### src/rtl/core/bba_pkg.sv
package bba_pkg;

    localparam int NUM_BLOCKS  = 16384;
    localparam int WORD_BITS   = 32;
    localparam int NUM_WORDS   = (NUM_BLOCKS + WORD_BITS - 1) / WORD_BITS;
    localparam int BIT_W       = $clog2(WORD_BITS);
    localparam int WIDX_W      = $clog2(NUM_WORDS);
    localparam int BLK_W       = 14;
    localparam int CNT_W       = 15;
    localparam int RESULT_SPAN = 16384;
    localparam int LIMIT_MAX   = (NUM_BLOCKS < RESULT_SPAN) ? NUM_BLOCKS : RESULT_SPAN;

    localparam logic REQ_ALLOC = 1'b0;
    localparam logic REQ_FREE  = 1'b1;

    localparam logic REG_FIRST_DATA_BLOCK = 1'b0;
    localparam logic REG_BLOCK_COUNT      = 1'b1;

    typedef enum logic [1:0] {
        STATUS_OK    = 2'd0,
        STATUS_FULL  = 2'd1,
        STATUS_RANGE = 2'd2
    } status_t;

    typedef struct packed {
        logic [BLK_W-1:0] first_data_block;
        logic [CNT_W-1:0] block_count;
    } cfg_t;

    typedef struct packed {
        status_t          status;
        logic [BLK_W-1:0] block;
    } result_t;

    typedef struct packed {
        logic             use_lo;
        logic [BIT_W-1:0] lo;
        logic             use_hi;
        logic [BIT_W-1:0] hi;
    } ffz_range_t;

    typedef struct packed {
        logic             found;
        logic [BIT_W-1:0] pos;
    } ffz_res_t;

endpackage

### src/rtl/core/bba_ffz.sv
module bba_ffz (
    input  logic [bba_pkg::WORD_BITS-1:0] word,
    input  bba_pkg::ffz_range_t           range,
    output bba_pkg::ffz_res_t             res
);

    always_comb
    begin
        res = '0;
        for (int b = bba_pkg::WORD_BITS - 1; b >= 0; b--)
        begin
            if (!word[b]
                && (!range.use_lo || (bba_pkg::BIT_W'(b) >= range.lo))
                && (!range.use_hi || (bba_pkg::BIT_W'(b) <= range.hi)))
            begin
                res.found = 1'b1;
                res.pos   = bba_pkg::BIT_W'(b);
            end
        end
    end

endmodule

### src/rtl/core/bba_ctrl.sv
module bba_ctrl (
    input  logic                                clk,
    input  logic                                rst_n,
    input  bba_pkg::cfg_t                       cfg,
    input  logic                                req_valid,
    output logic                                req_ready,
    input  logic                                req_type,
    input  logic [bba_pkg::BLK_W-1:0]           req_block,
    output logic                                res_valid,
    input  logic                                res_ready,
    output bba_pkg::result_t                    res,
    output logic                                ram_we,
    output logic [bba_pkg::WIDX_W-1:0]          ram_waddr,
    output logic [bba_pkg::WORD_BITS-1:0]       ram_wdata,
    output logic [bba_pkg::WIDX_W-1:0]          ram_raddr,
    input  logic [bba_pkg::WORD_BITS-1:0]       ram_rdata
);

    typedef enum logic [4:0] {
        ST_CLEAR = 5'b00001,
        ST_IDLE  = 5'b00010,
        ST_SCAN  = 5'b00100,
        ST_FREE  = 5'b01000,
        ST_DONE  = 5'b10000
    } state_t;

    state_t                          state_reg, state_next;
    logic [bba_pkg::WIDX_W-1:0]      word_reg, word_next;
    logic [bba_pkg::BIT_W-1:0]       blk_reg, blk_next;
    bba_pkg::result_t                res_reg, res_next;

    logic [bba_pkg::CNT_W-1:0]       lim;
    logic [bba_pkg::CNT_W-1:0]       lim_m1;
    logic [bba_pkg::WIDX_W-1:0]      first_word;
    logic [bba_pkg::WIDX_W-1:0]      last_word;
    logic                            start_past;
    logic                            id_past;
    bba_pkg::ffz_range_t             range;
    bba_pkg::ffz_res_t               hit;

    bba_ffz u_ffz (
        .word  (ram_rdata),
        .range (range),
        .res   (hit)
    );

    always_comb
    begin
        lim = (cfg.block_count > bba_pkg::CNT_W'(bba_pkg::LIMIT_MAX))
            ? bba_pkg::CNT_W'(bba_pkg::LIMIT_MAX) : cfg.block_count;
        lim_m1     = lim - bba_pkg::CNT_W'(1);
        first_word = bba_pkg::WIDX_W'(cfg.first_data_block >> bba_pkg::BIT_W);
        last_word  = bba_pkg::WIDX_W'(lim_m1 >> bba_pkg::BIT_W);
        start_past = {1'b0, cfg.first_data_block} >= lim;
        id_past    = {1'b0, req_block} >= lim;

        range.use_lo = (word_reg == first_word);
        range.lo     = cfg.first_data_block[bba_pkg::BIT_W-1:0];
        range.use_hi = (word_reg == last_word);
        range.hi     = lim_m1[bba_pkg::BIT_W-1:0];
    end

    always_comb
    begin
        state_next = state_reg;
        word_next  = word_reg;
        blk_next   = blk_reg;
        res_next   = res_reg;
        ram_we     = 1'b0;
        ram_waddr  = word_reg;
        ram_wdata  = '0;
        ram_raddr  = word_reg;
        req_ready  = 1'b0;
        res_valid  = 1'b0;

        case (state_reg)
            ST_CLEAR:
            begin
                ram_we    = 1'b1;
                word_next = word_reg + bba_pkg::WIDX_W'(1);
                if (word_reg == bba_pkg::WIDX_W'(bba_pkg::NUM_WORDS - 1))
                begin
                    word_next  = '0;
                    state_next = ST_IDLE;
                end
            end
            ST_IDLE:
            begin
                req_ready = 1'b1;
                if (req_type == bba_pkg::REQ_ALLOC)
                begin
                    ram_raddr = first_word;
                end
                else
                begin
                    ram_raddr = bba_pkg::WIDX_W'(req_block >> bba_pkg::BIT_W);
                end
                if (req_valid)
                begin
                    blk_next       = req_block[bba_pkg::BIT_W-1:0];
                    word_next      = ram_raddr;
                    res_next.block = '0;
                    if (req_type == bba_pkg::REQ_ALLOC)
                    begin
                        if (start_past)
                        begin
                            res_next.status = bba_pkg::STATUS_FULL;
                            state_next      = ST_DONE;
                        end
                        else
                        begin
                            state_next = ST_SCAN;
                        end
                    end
                    else
                    begin
                        if (id_past)
                        begin
                            res_next.status = bba_pkg::STATUS_RANGE;
                            state_next      = ST_DONE;
                        end
                        else
                        begin
                            state_next = ST_FREE;
                        end
                    end
                end
            end
            ST_SCAN:
            begin
                if (hit.found)
                begin
                    ram_we          = 1'b1;
                    ram_wdata       = ram_rdata
                                    | (bba_pkg::WORD_BITS'(1) << hit.pos);
                    res_next.status = bba_pkg::STATUS_OK;
                    res_next.block  = bba_pkg::BLK_W'({word_reg, hit.pos});
                    state_next      = ST_DONE;
                end
                else if (word_reg == last_word)
                begin
                    res_next.status = bba_pkg::STATUS_FULL;
                    state_next      = ST_DONE;
                end
                else
                begin
                    word_next = word_reg + bba_pkg::WIDX_W'(1);
                    ram_raddr = word_next;
                end
            end
            ST_FREE:
            begin
                ram_we    = 1'b1;
                ram_wdata = ram_rdata & ~(bba_pkg::WORD_BITS'(1) << blk_reg);
                res_next.status = bba_pkg::STATUS_OK;
                state_next      = ST_DONE;
            end
            ST_DONE:
            begin
                res_valid = 1'b1;
                if (res_ready)
                begin
                    state_next = ST_IDLE;
                end
            end
            default:
            begin
                state_next = ST_CLEAR;
                word_next  = '0;
            end
        endcase
    end

    assign res = res_reg;

    always_ff @(posedge clk or negedge rst_n)
    begin
        if (!rst_n)
        begin
            state_reg <= ST_CLEAR;
            word_reg  <= '0;
        end
        else
        begin
            state_reg <= state_next;
            word_reg  <= word_next;
        end
    end

    always_ff @(posedge clk)
    begin
        blk_reg <= blk_next;
        res_reg <= res_next;
    end

endmodule

### config.mk
export PLATFORM = sky130hd
export DESIGN_NAME = bba_ctrl
export DESIGN_NICKNAME = d
export VERILOG_FILES = /design/src/rtl/core/bba_pkg.sv /design/src/rtl/core/bba_ffz.sv /design/src/rtl/core/bba_ctrl.sv
export SDC_FILE = /design/constraint.sdc
export NUM_CORES = 1
export LEC_CHECK = 0
export ABC_AREA = 0
export ABC_CLOCK_PERIOD_IN_PS = 15780
export BUFFER_PORTS_ARGS = -buffer_cell sky130_fd_sc_hd__buf_2
export CAP_MARGIN = 5
export CORE_MARGIN = 1.5
export CORE_UTILIZATION = 25
export CTS_BUF_LIST = sky130_fd_sc_hd__clkbuf_4
export DETAILED_ROUTE_END_ITERATION = 16
export PLACE_DENSITY = 0.43
export SLEW_MARGIN = 10
export SYNTH_ARGS = -nofsm -noshare
export SYNTH_HDL_FRONTEND = slang
export SYNTH_SLANG_ARGS = --single-unit
### constraint.sdc
create_clock -name clk -period 15.78 [get_ports clk]
set_clock_uncertainty 0.2 [all_clocks]
set_input_delay 1.578 -clock clk [delete_from_list [all_inputs] [get_ports clk]]
set_output_delay 1.578 -clock clk [all_outputs]
set_load 0.005 [all_outputs]
==> reports/results.txt, run 1 <==
149 I/O pins were placed. Compared with the post-synthesis result, the final layout area differs by 16.9%. The fraction of synthesis flops using an asynchronous set or reset pin was 0.400; the average via count per standard cell was 5.82.

DRC violation count after routing: 0. Data on the critical path arrives at its endpoint at 7.25 ns. TritonCTS built the clock tree.

The run gives 0 as the hold-fix buffer count after cts. The TritonCTS sink count is 35, and the width of the die is 162 µm. The buffer type at the clock tree root was clkbuf_4.

The tools report the share of total power in combinational logic as 0.554. The number of flip-flops under the largest register name is 16, and the average wire per cell in the routed design is 22.6 µm. The number of max-slew violations in the final report is 0. Setup violations remaining at the end of the flow were counted as 0. The maximum resistive drop on vdd was 0.0000428 V. Post-cts resize count: 0.

After synthesis the netlist holds a flip-flop and latch count of 35. At the end of routability-driven placement, the weighted congestion stood at 0.939. The leftover overflow at the end of global routing was 0. In this run the number of H-tree levels came out at 2. The register share of total power came out at 0.324. The first-pass GRT wire length is 44800 µm. Cell internal power was estimated by the tool at 208 µW. Summed over all cells, the static leakage comes to 3.07 nW. Fill cells in the final layout number 2834. Most used flip-flop cell after synthesis: edfxtp_1. After floorplanning, the core was sized to cover 25000 µm². For the relative contribution of the clock network to total power, the log shows 0.122.

Summing every instance area after synthesis gives 6330 µm². The nature of the critical path startpoint is a primary input. The final route contains 7864 vias. The logs give 0.225 for the worst slew margin relative to its limit and 0 for the Yosys warning count. At the pin with the least slew margin, the transition time is 1.15 ns. Entering global routing, the biggest net connects 36 pins. For the worst-skew pair, the clock arrives at the later sink with an insertion delay of 0.34 ns. The detail route stage leaves a number of antenna-violating nets equal to 0. The number of maximum-capacitance constraint violations is 0.

Summed over all nets, the half-perimeter wirelength after detailed placement is 24500 µm. The logs give 5060 µm² for the area used by multi-input combinational logic and 7 for the length of the first detailed-routing pass in iterations. The post-route minimum period works out to 9.02 ns. The area of the die is 26300 µm², and the routed wire length is 30500 µm.

Startpoint-to-endpoint class of the critical path: in -> out. The post-layout total power is 416 µW, and the final clock period utilization by the worst path is 0.572. Along the worst path, the maximum fanout reaches 23.

The via count of the first global-routing pass was 7267. Across all hold checks on the routed design, the worst slack comes to 0.392 ns. Summed over all nets, the switching power comes to 208 µW. Row generation in the floorplan step produced 58 rows. The run gives 0.155 as the sequential area share after synthesis. The kind of end point of the critical path was an output pin. The register cell area after layout is 982 µm², and the aggregate global-route resource usage is 0.221.

The power per cell area is 56.1 nW/µm². The run gives 0 as the setup fix buffers added after clock tree synthesis. The flow ran to the end, and the final reports show no timing, DRC or antenna violations. Class of the tightest hold or removal check: reg -> reg.

The number of DRC markers in iteration 0 came out at 822. Input and output buffers added on the ports amount to 148. The required time of the worst setup path is 14.00 ns, and the synthesized net count is 1024. Setup repair after global routing left no endpoint under its margin. Measured along the y axis, the die boundary spans 162 µm.

The number of standard cells after synthesis is 910, and the proportion of total power due to net switching is 0.499. Synthesis instantiated 80 different standard cells from the library. Timing would allow up to 111 MHz. The initial antenna violation count was 1; the proportion of layout cells with a drive suffix above 1 was 0.195.

The longest clock path from root to sink contains 2 buffers. The initial cell density of the core was 0.253; the number of clock buffers inserted by TritonCTS was 5. The final setup TNS was 0 ns. For the number of nets in the layout, the log shows 1134. Each instance of the synthesized netlist takes up on average 6.96 µm².

Most common cell after layout, fill and taps aside: buf_2. The antenna diode count came out at 0. Yosys mapped a number of flops with a built-in enable equal to 21.

After clock tree synthesis, the clock-pin slew on the worst setup and hold paths is 0.11 ns. The final-report hold violation count is 0. The library cells used most frequently in the layout, excluding fill and tap cells, are 148 x buf_2, 93 x a21oi_1, 89 x nor2_1.
power groups by stage:
stage	Clock [mW]	Combinational [mW]	Sequential, mW
after global routing	0.0558	0.250	0.137
after detailed placement	0	0.225	0.137
after global placement	0	0.228	0.138
after floorplan	0	0.155	0.115
after CTS	0.0520	0.226	0.135
final	0.0505	0.231	0.135
through the flow:
step,instances,setup WS [ns],utilization,area [µm²]
after detailed placement,1343,6.81,0.294,7350
after global routing,1351,6.26,0.296,7410
after global placement,1343,6.87,0.294,7350
after CTS,1351,6.80,0.296,7410
after floorplan,910,8.14,-,6330
final,1351,6.76,0.296,7410
cells by family after synthesis:
group | share of synthesized area
buffers and inverters | 0.0480
multiplexers | 0.0249
XOR/XNOR | 0.0332
adder cells (fa/ha/maj) | 0.0672
AO/OA/AOI/OAI | 0.355
AND/OR/NAND/NOR | 0.316
flip-flops | 0.155
cells in the mapped netlist, types with 7 or more instances:
cell	instances	area, µm²
o21ai_0	86	430
nor3_1	34	170
mux2i_1	9	90.1
xnor2_1	16	140
or3_1	8	50.1
nand3_1	27	135
and2_1	25	156
a21o_1	18	135
nand3b_1	11	82.6
dfrtp_1	13	325
o22a_1	9	78.8
edfxtp_1	21	631
o21a_1	9	67.6
inv_1	19	71.3
o211ai_1	7	52.6
nand2b_1	17	106
and3_1	13	81.3
a211o_1	8	70.1
nor4_1	16	100
nand2_1	81	304
nor3b_1	8	60.1
ha_1	34	425
o21ai_1	10	50.1
a31oi_1	11	68.8
nor2b_1	16	100
xor2_1	8	70.1
clkbuf_1	44	165
a21oi_1	94	470
nor2_1	89	334
nand4_1	7	43.8
per-layer routing:
metal  track usage  up-vias  share of wire
met2         0.362      401           0.45
met4        0.0601        2          0.029
met1         0.299     3703           0.45
li1              -     3697              -
met3        0.0363       61          0.074
met5       0.00189        -        0.00043
critical path, stage by stage:
cell and delay, ns:
buf_2 0.30, inv_1 0.29, nand2_1 0.28, ha_1 0.48, nor3b_1 0.50, and2_1 0.22
a21oi_1 0.05, a22oi_1 0.23, xor2_1 0.19, or4_1 0.90, o31ai_1 0.33, o221ai_1 0.20
o41ai_2 0.27, nand4_2 0.49, or3b_4 0.61, o21ai_1 0.16, buf_2 0.13
path summary, 6_finish.rpt:
kind	startpoint	endpoint	slack (ns)	cells past startpoint
worst max-delay path	cfg[14]	ram_wdata[29]	6.76	17
worst min-delay path	state_reg[4]	state_reg[0]	0.39	2
worst max register to register	ram_waddr[3]	res[13]	10.23	10
worst min register to register	state_reg[4]	state_reg[0]	0.39	2
max in group asynchronous	rst_n	state_reg[0]	14.16	1
min in group asynchronous	rst_n	ram_waddr[2]	0.91	1
area by class of cell:
| class | instances | share of cell area |
|---|---|---|
| sequential | 35 | 0.133 |
| clock inverter | 3 | 0.00270 |
| multi-input combinational | 800 | 0.684 |
| tap | 330 | 0.0557 |
| inverter | 20 | 0.0101 |
| timing repair buffer | 158 | 0.110 |
| clock buffer | 5 | 0.00507 |
Power figures use the tool's default switching activity.
==> run 2: changes to the inputs <==
--- a/config.mk
+++ b/config.mk
@@ -5,15 +5,15 @@
 export SDC_FILE = /design/constraint.sdc
 export NUM_CORES = 1
 export LEC_CHECK = 0
-export ABC_AREA = 0
-export ABC_CLOCK_PERIOD_IN_PS = 15780
+export ABC_AREA = 1
+export ABC_CLOCK_PERIOD_IN_PS = 9050
 export BUFFER_PORTS_ARGS = -buffer_cell sky130_fd_sc_hd__buf_2
 export CAP_MARGIN = 5
 export CORE_MARGIN = 1.5
 export CORE_UTILIZATION = 25
 export CTS_BUF_LIST = sky130_fd_sc_hd__clkbuf_4
 export DETAILED_ROUTE_END_ITERATION = 16
-export PLACE_DENSITY = 0.43
+export PLACE_DENSITY = 0.44
 export SLEW_MARGIN = 10
 export SYNTH_ARGS = -nofsm -noshare
 export SYNTH_HDL_FRONTEND = slang
==> constraint.sdc (replaced) <==
create_clock -name clk -period 9.05 [get_ports clk]
set_clock_uncertainty 0.2 [all_clocks]
set_input_delay 0.905 -clock clk [delete_from_list [all_inputs] [get_ports clk]]
set_output_delay 0.905 -clock clk [all_outputs]
set_load 0.005 [all_outputs]
==> run 2 against run 1 <==
Die area decreased by 12%. Worst setup slack lost 5.5 ns. Count of clock-buffer cells in the layout stayed put. Largest cell class unchanged. Non-clock buffer count shrank 5. Final area down 11%. Core utilization is 0.78 points higher. Global-route usage shrank 1.2 points. Via count down 11%. Sequential share of layout area increased by 1.6 points. Total power is 100% higher. First-iteration DRC count fell by 35%. Register-to-register slack lost 6.3 ns. Critical path type unchanged.
==> reports/results.txt, run 2 <==
The logs give 6.72 ns (was 7.25 ns) for the critical path data arrival time and 0.176 (was 0.155) for the sequential area share after synthesis. The area fraction in compound gates after synthesis is 0.179 (was 0.355). For the final-report hold violation count, the log shows 0 (unchanged). The most used flip-flop cell after synthesis was edfxtp_1 (unchanged). The number of fill cells was 2486 (was 2834); the average wire per cell in the routed design was 18.3 µm (was 22.6 µm). The number of H-tree levels came out at 2 (unchanged).

The width of the die is 152 µm (was 162 µm). Startpoint-to-endpoint class of the critical path: in -> out (unchanged). Layout overhead on the synthesized area: 19.1% (was 16.9%).

After layout, the minimum clock period comes to 7.83 ns. The tools report the number of clock buffers inserted by TritonCTS as 5 (unchanged). The launching instance or port of the critical path is cfg[5] (was cfg[14]). The aggregate global-route resource usage was 0.209 (was 0.221); the number of nets in the layout was 1181 (was 1134). The simple-gate share of the synthesized area came out at 0.438 (was 0.316).

Portion of synthesized cell area occupied by the leading cell type: 0.183 (was 0.0996). The Yosys warning count was 0 (unchanged). The tools report the maximum resistive drop on vdd as 0.0000607 V (was 0.0000428 V).

The clock insertion delay at the later pin of the skew report came out at 0.37 ns (was 0.34 ns). The detailed placer's ending HPWL was 20100 µm (was 24500 µm). The tools report the DRC violation count after routing as 0 (unchanged). Slew at the pin with the worst max-slew slack: 0.924 ns (was 1.15 ns). The tools report the number of max-slew violations in the final report as 0 (unchanged). Fraction of synthesis flops using an asynchronous set or reset pin: 0.400 (unchanged). Leading cell types by total area after synthesis: nand2_1 18%, edfxtp_1 11%, nand3_1 9.2% (was edfxtp_1 10%, a21oi_1 7.4%, o21ai_0 6.8%).

The area of the die is 23200 µm² (was 26300 µm²). The buffer type at the clock tree root is clkbuf_4 (unchanged). The tools report the cell area after synthesis as 5570 µm² (was 6330 µm²).

The number of rows created at floorplan was 54 (was 58); the power per cell area was 126 nW/µm² (was 56.1 nW/µm²). Cell count of the worst reg-to-reg path: 24 (was 10). The timing endpoint of the critical path was ram_raddr[7] (was ram_wdata[29]). Setup slack of the most critical reg-to-reg path: 3.94 ns (was 10.23 ns).

The run finished with clean final reports. Nature of the critical path startpoint: a primary input (unchanged). For the antenna diode count, the log shows 0 (unchanged). The startpoint of the lowest-slack register-to-register path was ram_waddr[1] (was ram_waddr[3]). Hold-fix buffer count after cts: 0 (unchanged). The final clock period utilization by the worst path is 0.865, and the post-synthesis share of cell area spent on full adders, half adders and majority gates is 0.0764 (was 0.0672). The tools report the length of the first detailed-routing pass in iterations as 5 (was 7).

The tools report the required time of the worst setup path as 7.95 ns (was 14.00 ns). Most frequent cells after synthesis: 272 x nand2_1, 108 x inv_1, 102 x nand3_1 (was 94 x a21oi_1, 89 x nor2_1, 86 x o21ai_0). Count of flip-flops with a built-in enable after synthesis: 21 (unchanged). The post-cts resize count is 0 (unchanged). The tools report the terminus of the critical flop-to-flop path as ram_waddr[7] (was res[13]). The floorplan die height came out at 152 µm (was 162 µm).

The proportion of layout cells with a drive suffix above 1 came out at 0.182 (was 0.195). The post-synthesis cell type with the largest combined area was nand2_1 (was edfxtp_1). Static timing analysis puts the maximum clock frequency at 128 MHz. For the number of maximum-capacitance constraint violations, the log shows 0 (unchanged). The tools report the setup-violating endpoint count in the final report as 0 (unchanged).

The initial antenna violation count came out at 2 (was 1). The number of DRC markers in iteration 0 was 534 (was 822); the number of buffer cells added on primary ports was 148 (unchanged). The worst slew margin relative to its limit was 0.382 (was 0.225); the via count of the first global-routing pass was 6595 (was 7267). The setup fix buffers added after clock tree synthesis came out at 0 (unchanged). The tools report the routed wire length as 24700 µm (was 30500 µm).

The remaining antenna violation count after routing is 0 (unchanged), and the number of flip-flops under the largest register name is 16 (unchanged). The leftover overflow at the end of global routing was 0 (unchanged); the maximum clock path buffer count was 2 (unchanged). The synthesized net count is 1053 (was 1024). The worst hold slack across all endpoints was 0.220 ns (was 0.392 ns); the clock transition time at the flip-flop clock pins of the worst setup and hold paths was 0.14 ns (was 0.11 ns). The post-synthesis cell type count came out at 56 (was 80). The biggest cell delay along the critical path came out at 0.71 ns (was 0.90 ns).

Setup repair after global routing left no endpoint under its margin. The mux cell area share after synthesis is 0 (was 0.0249), and the maximum net fanout on the critical path is 29 (was 23). The tools report the area of the core as 21800 µm² (was 25000 µm²). TritonCTS built the clock tree. Kind of end point of the critical path: an output pin (unchanged). The logs give 35 (unchanged) for the TritonCTS sink count and 939 (was 910) for the number of standard cells after synthesis. Class of the tightest hold or removal check: in -> async (was reg -> reg). The total I/O pin count came out at 149 (unchanged).

The average cell area after synthesis came out at 5.93 µm² (was 6.96 µm²). The final weighted congestion in routability-driven placement was 0.903 (was 0.939). The run gives 6988 (was 7864) as the detailed-route via count. The cell with the biggest individual delay on the critical path was nor2_1 (was or4_1). Most frequent cell after synthesis: nand2_1 (was a21oi_1). The first-pass GRT wire length was 38400 µm (was 44800 µm); the initial cell density of the core was 0.255 (was 0.253).

The run gives 3.35 nW (was 3.07 nW) as the static leakage power. Most common cell after layout, fill and taps aside: nand2_1 (was buf_2). The final setup TNS is 0 ns (unchanged).

Dominant combinational cell family by area after synthesis: simple AND/OR/NAND/NOR gates (was compound AO/OA/AOI/OAI gates). Commonest non-fill, non-tap cells in the layout: 272 x nand2_1, 148 x buf_2, 108 x inv_1 (was 148 x buf_2, 93 x a21oi_1, 89 x nor2_1). The maximum number of pins on one net before global-route repair came out at 36 (unchanged). The average via count per standard cell was 5.18 (was 5.82).

The register bit count reported by yosys was 35 (unchanged). The share of the synthesized netlist area taken by xor and xnor gates is 0.0252 (was 0.0332). The most frequent cell on the critical path was nand2_1 (was buf_2).
## run 2: kinds of logic (layout without fill, tap and decap cells)
family,count (synthesis),after routing
AO/OA/AOI/OAI,157,157
XOR/XNOR,16,16
adder cells (fa/ha/maj),34,34
buffers and inverters,146,275
flip-flops,35,35
AND/OR/NAND/NOR,551,551
## run 2: worst max-delay path, delay by kind of cell
kind / cells / cell delay, ns
adder cells (fa/ha/maj): 1 / 0.21
AO/OA/AOI/OAI: 4 / 0.86
AND/OR/NAND/NOR: 22 / 4.30
buffers and inverters: 3 / 0.42
## run 2: how the worst min path moves through the flow
stage	startpoint	endpoint	slack (ns)	cells after the start
detailed placement	state_reg[3]	state_reg[4]	0.49	3
floorplan	rst_n	ram_waddr[0]	0.41	0
finish	rst_n	ram_waddr[5]	0.22	1
global placement	state_reg[3]	state_reg[4]	0.50	3
global route	rst_n	ram_waddr[7]	0.23	1
CTS	rst_n	ram_waddr[5]	0.23	1
## run 2: area by class of cell
| class | count | area (µm²) | area share |
|---|---|---|---|
| multi-input cells | 758 | 4010 | 0.605 |
| clock buffers | 5 | 37.5 | 0.00566 |
| inverters | 114 | 428 | 0.0646 |
| clock inverters | 3 | 43.8 | 0.00661 |
| repair buffers | 153 | 778 | 0.117 |
| flip-flops and latches | 35 | 982 | 0.148 |
| well taps | 280 | 350 | 0.0529 |
## run 2: per-stage QoR
stage           util  instance area [µm²]  worst slack [ns]  cells  power, mW
3_3_place_gp   0.300                 6550              1.32   1340      0.718
3_5_place_dp   0.300                 6550              1.25   1340      0.710
2_1_floorplan      -                 5570              2.91    939      0.520
5_1_grt        0.304                 6630             0.542   1348      0.906
4_1_cts        0.304                 6630              1.25   1348      0.834
6_report       0.304                 6630              1.22   1348      0.832
## run 2: power breakdown
| part | internal, mW | switching [mW] | total [mW] | leakage [nW] |
|---|---|---|---|---|
| Combinational | 0.155 | 0.306 | 0.461 | 2.91 |
| Sequential | 0.203 | 0.0461 | 0.249 | 0.397 |
| Clock | 0.0581 | 0.0640 | 0.122 | 0.0452 |
| Total | 0.417 | 0.416 | 0.832 | 3.35 |
## run 2: per-layer routing
metal	wire length, µm	track usage	share of wire	up-vias
li1	-	-	-	3439
met1	11700	0.302	0.47	3175
met2	10600	0.318	0.43	326
met3	1930	0.0418	0.078	44
met4	484	0.0485	0.020	4
met5	20	0	0.00081	-
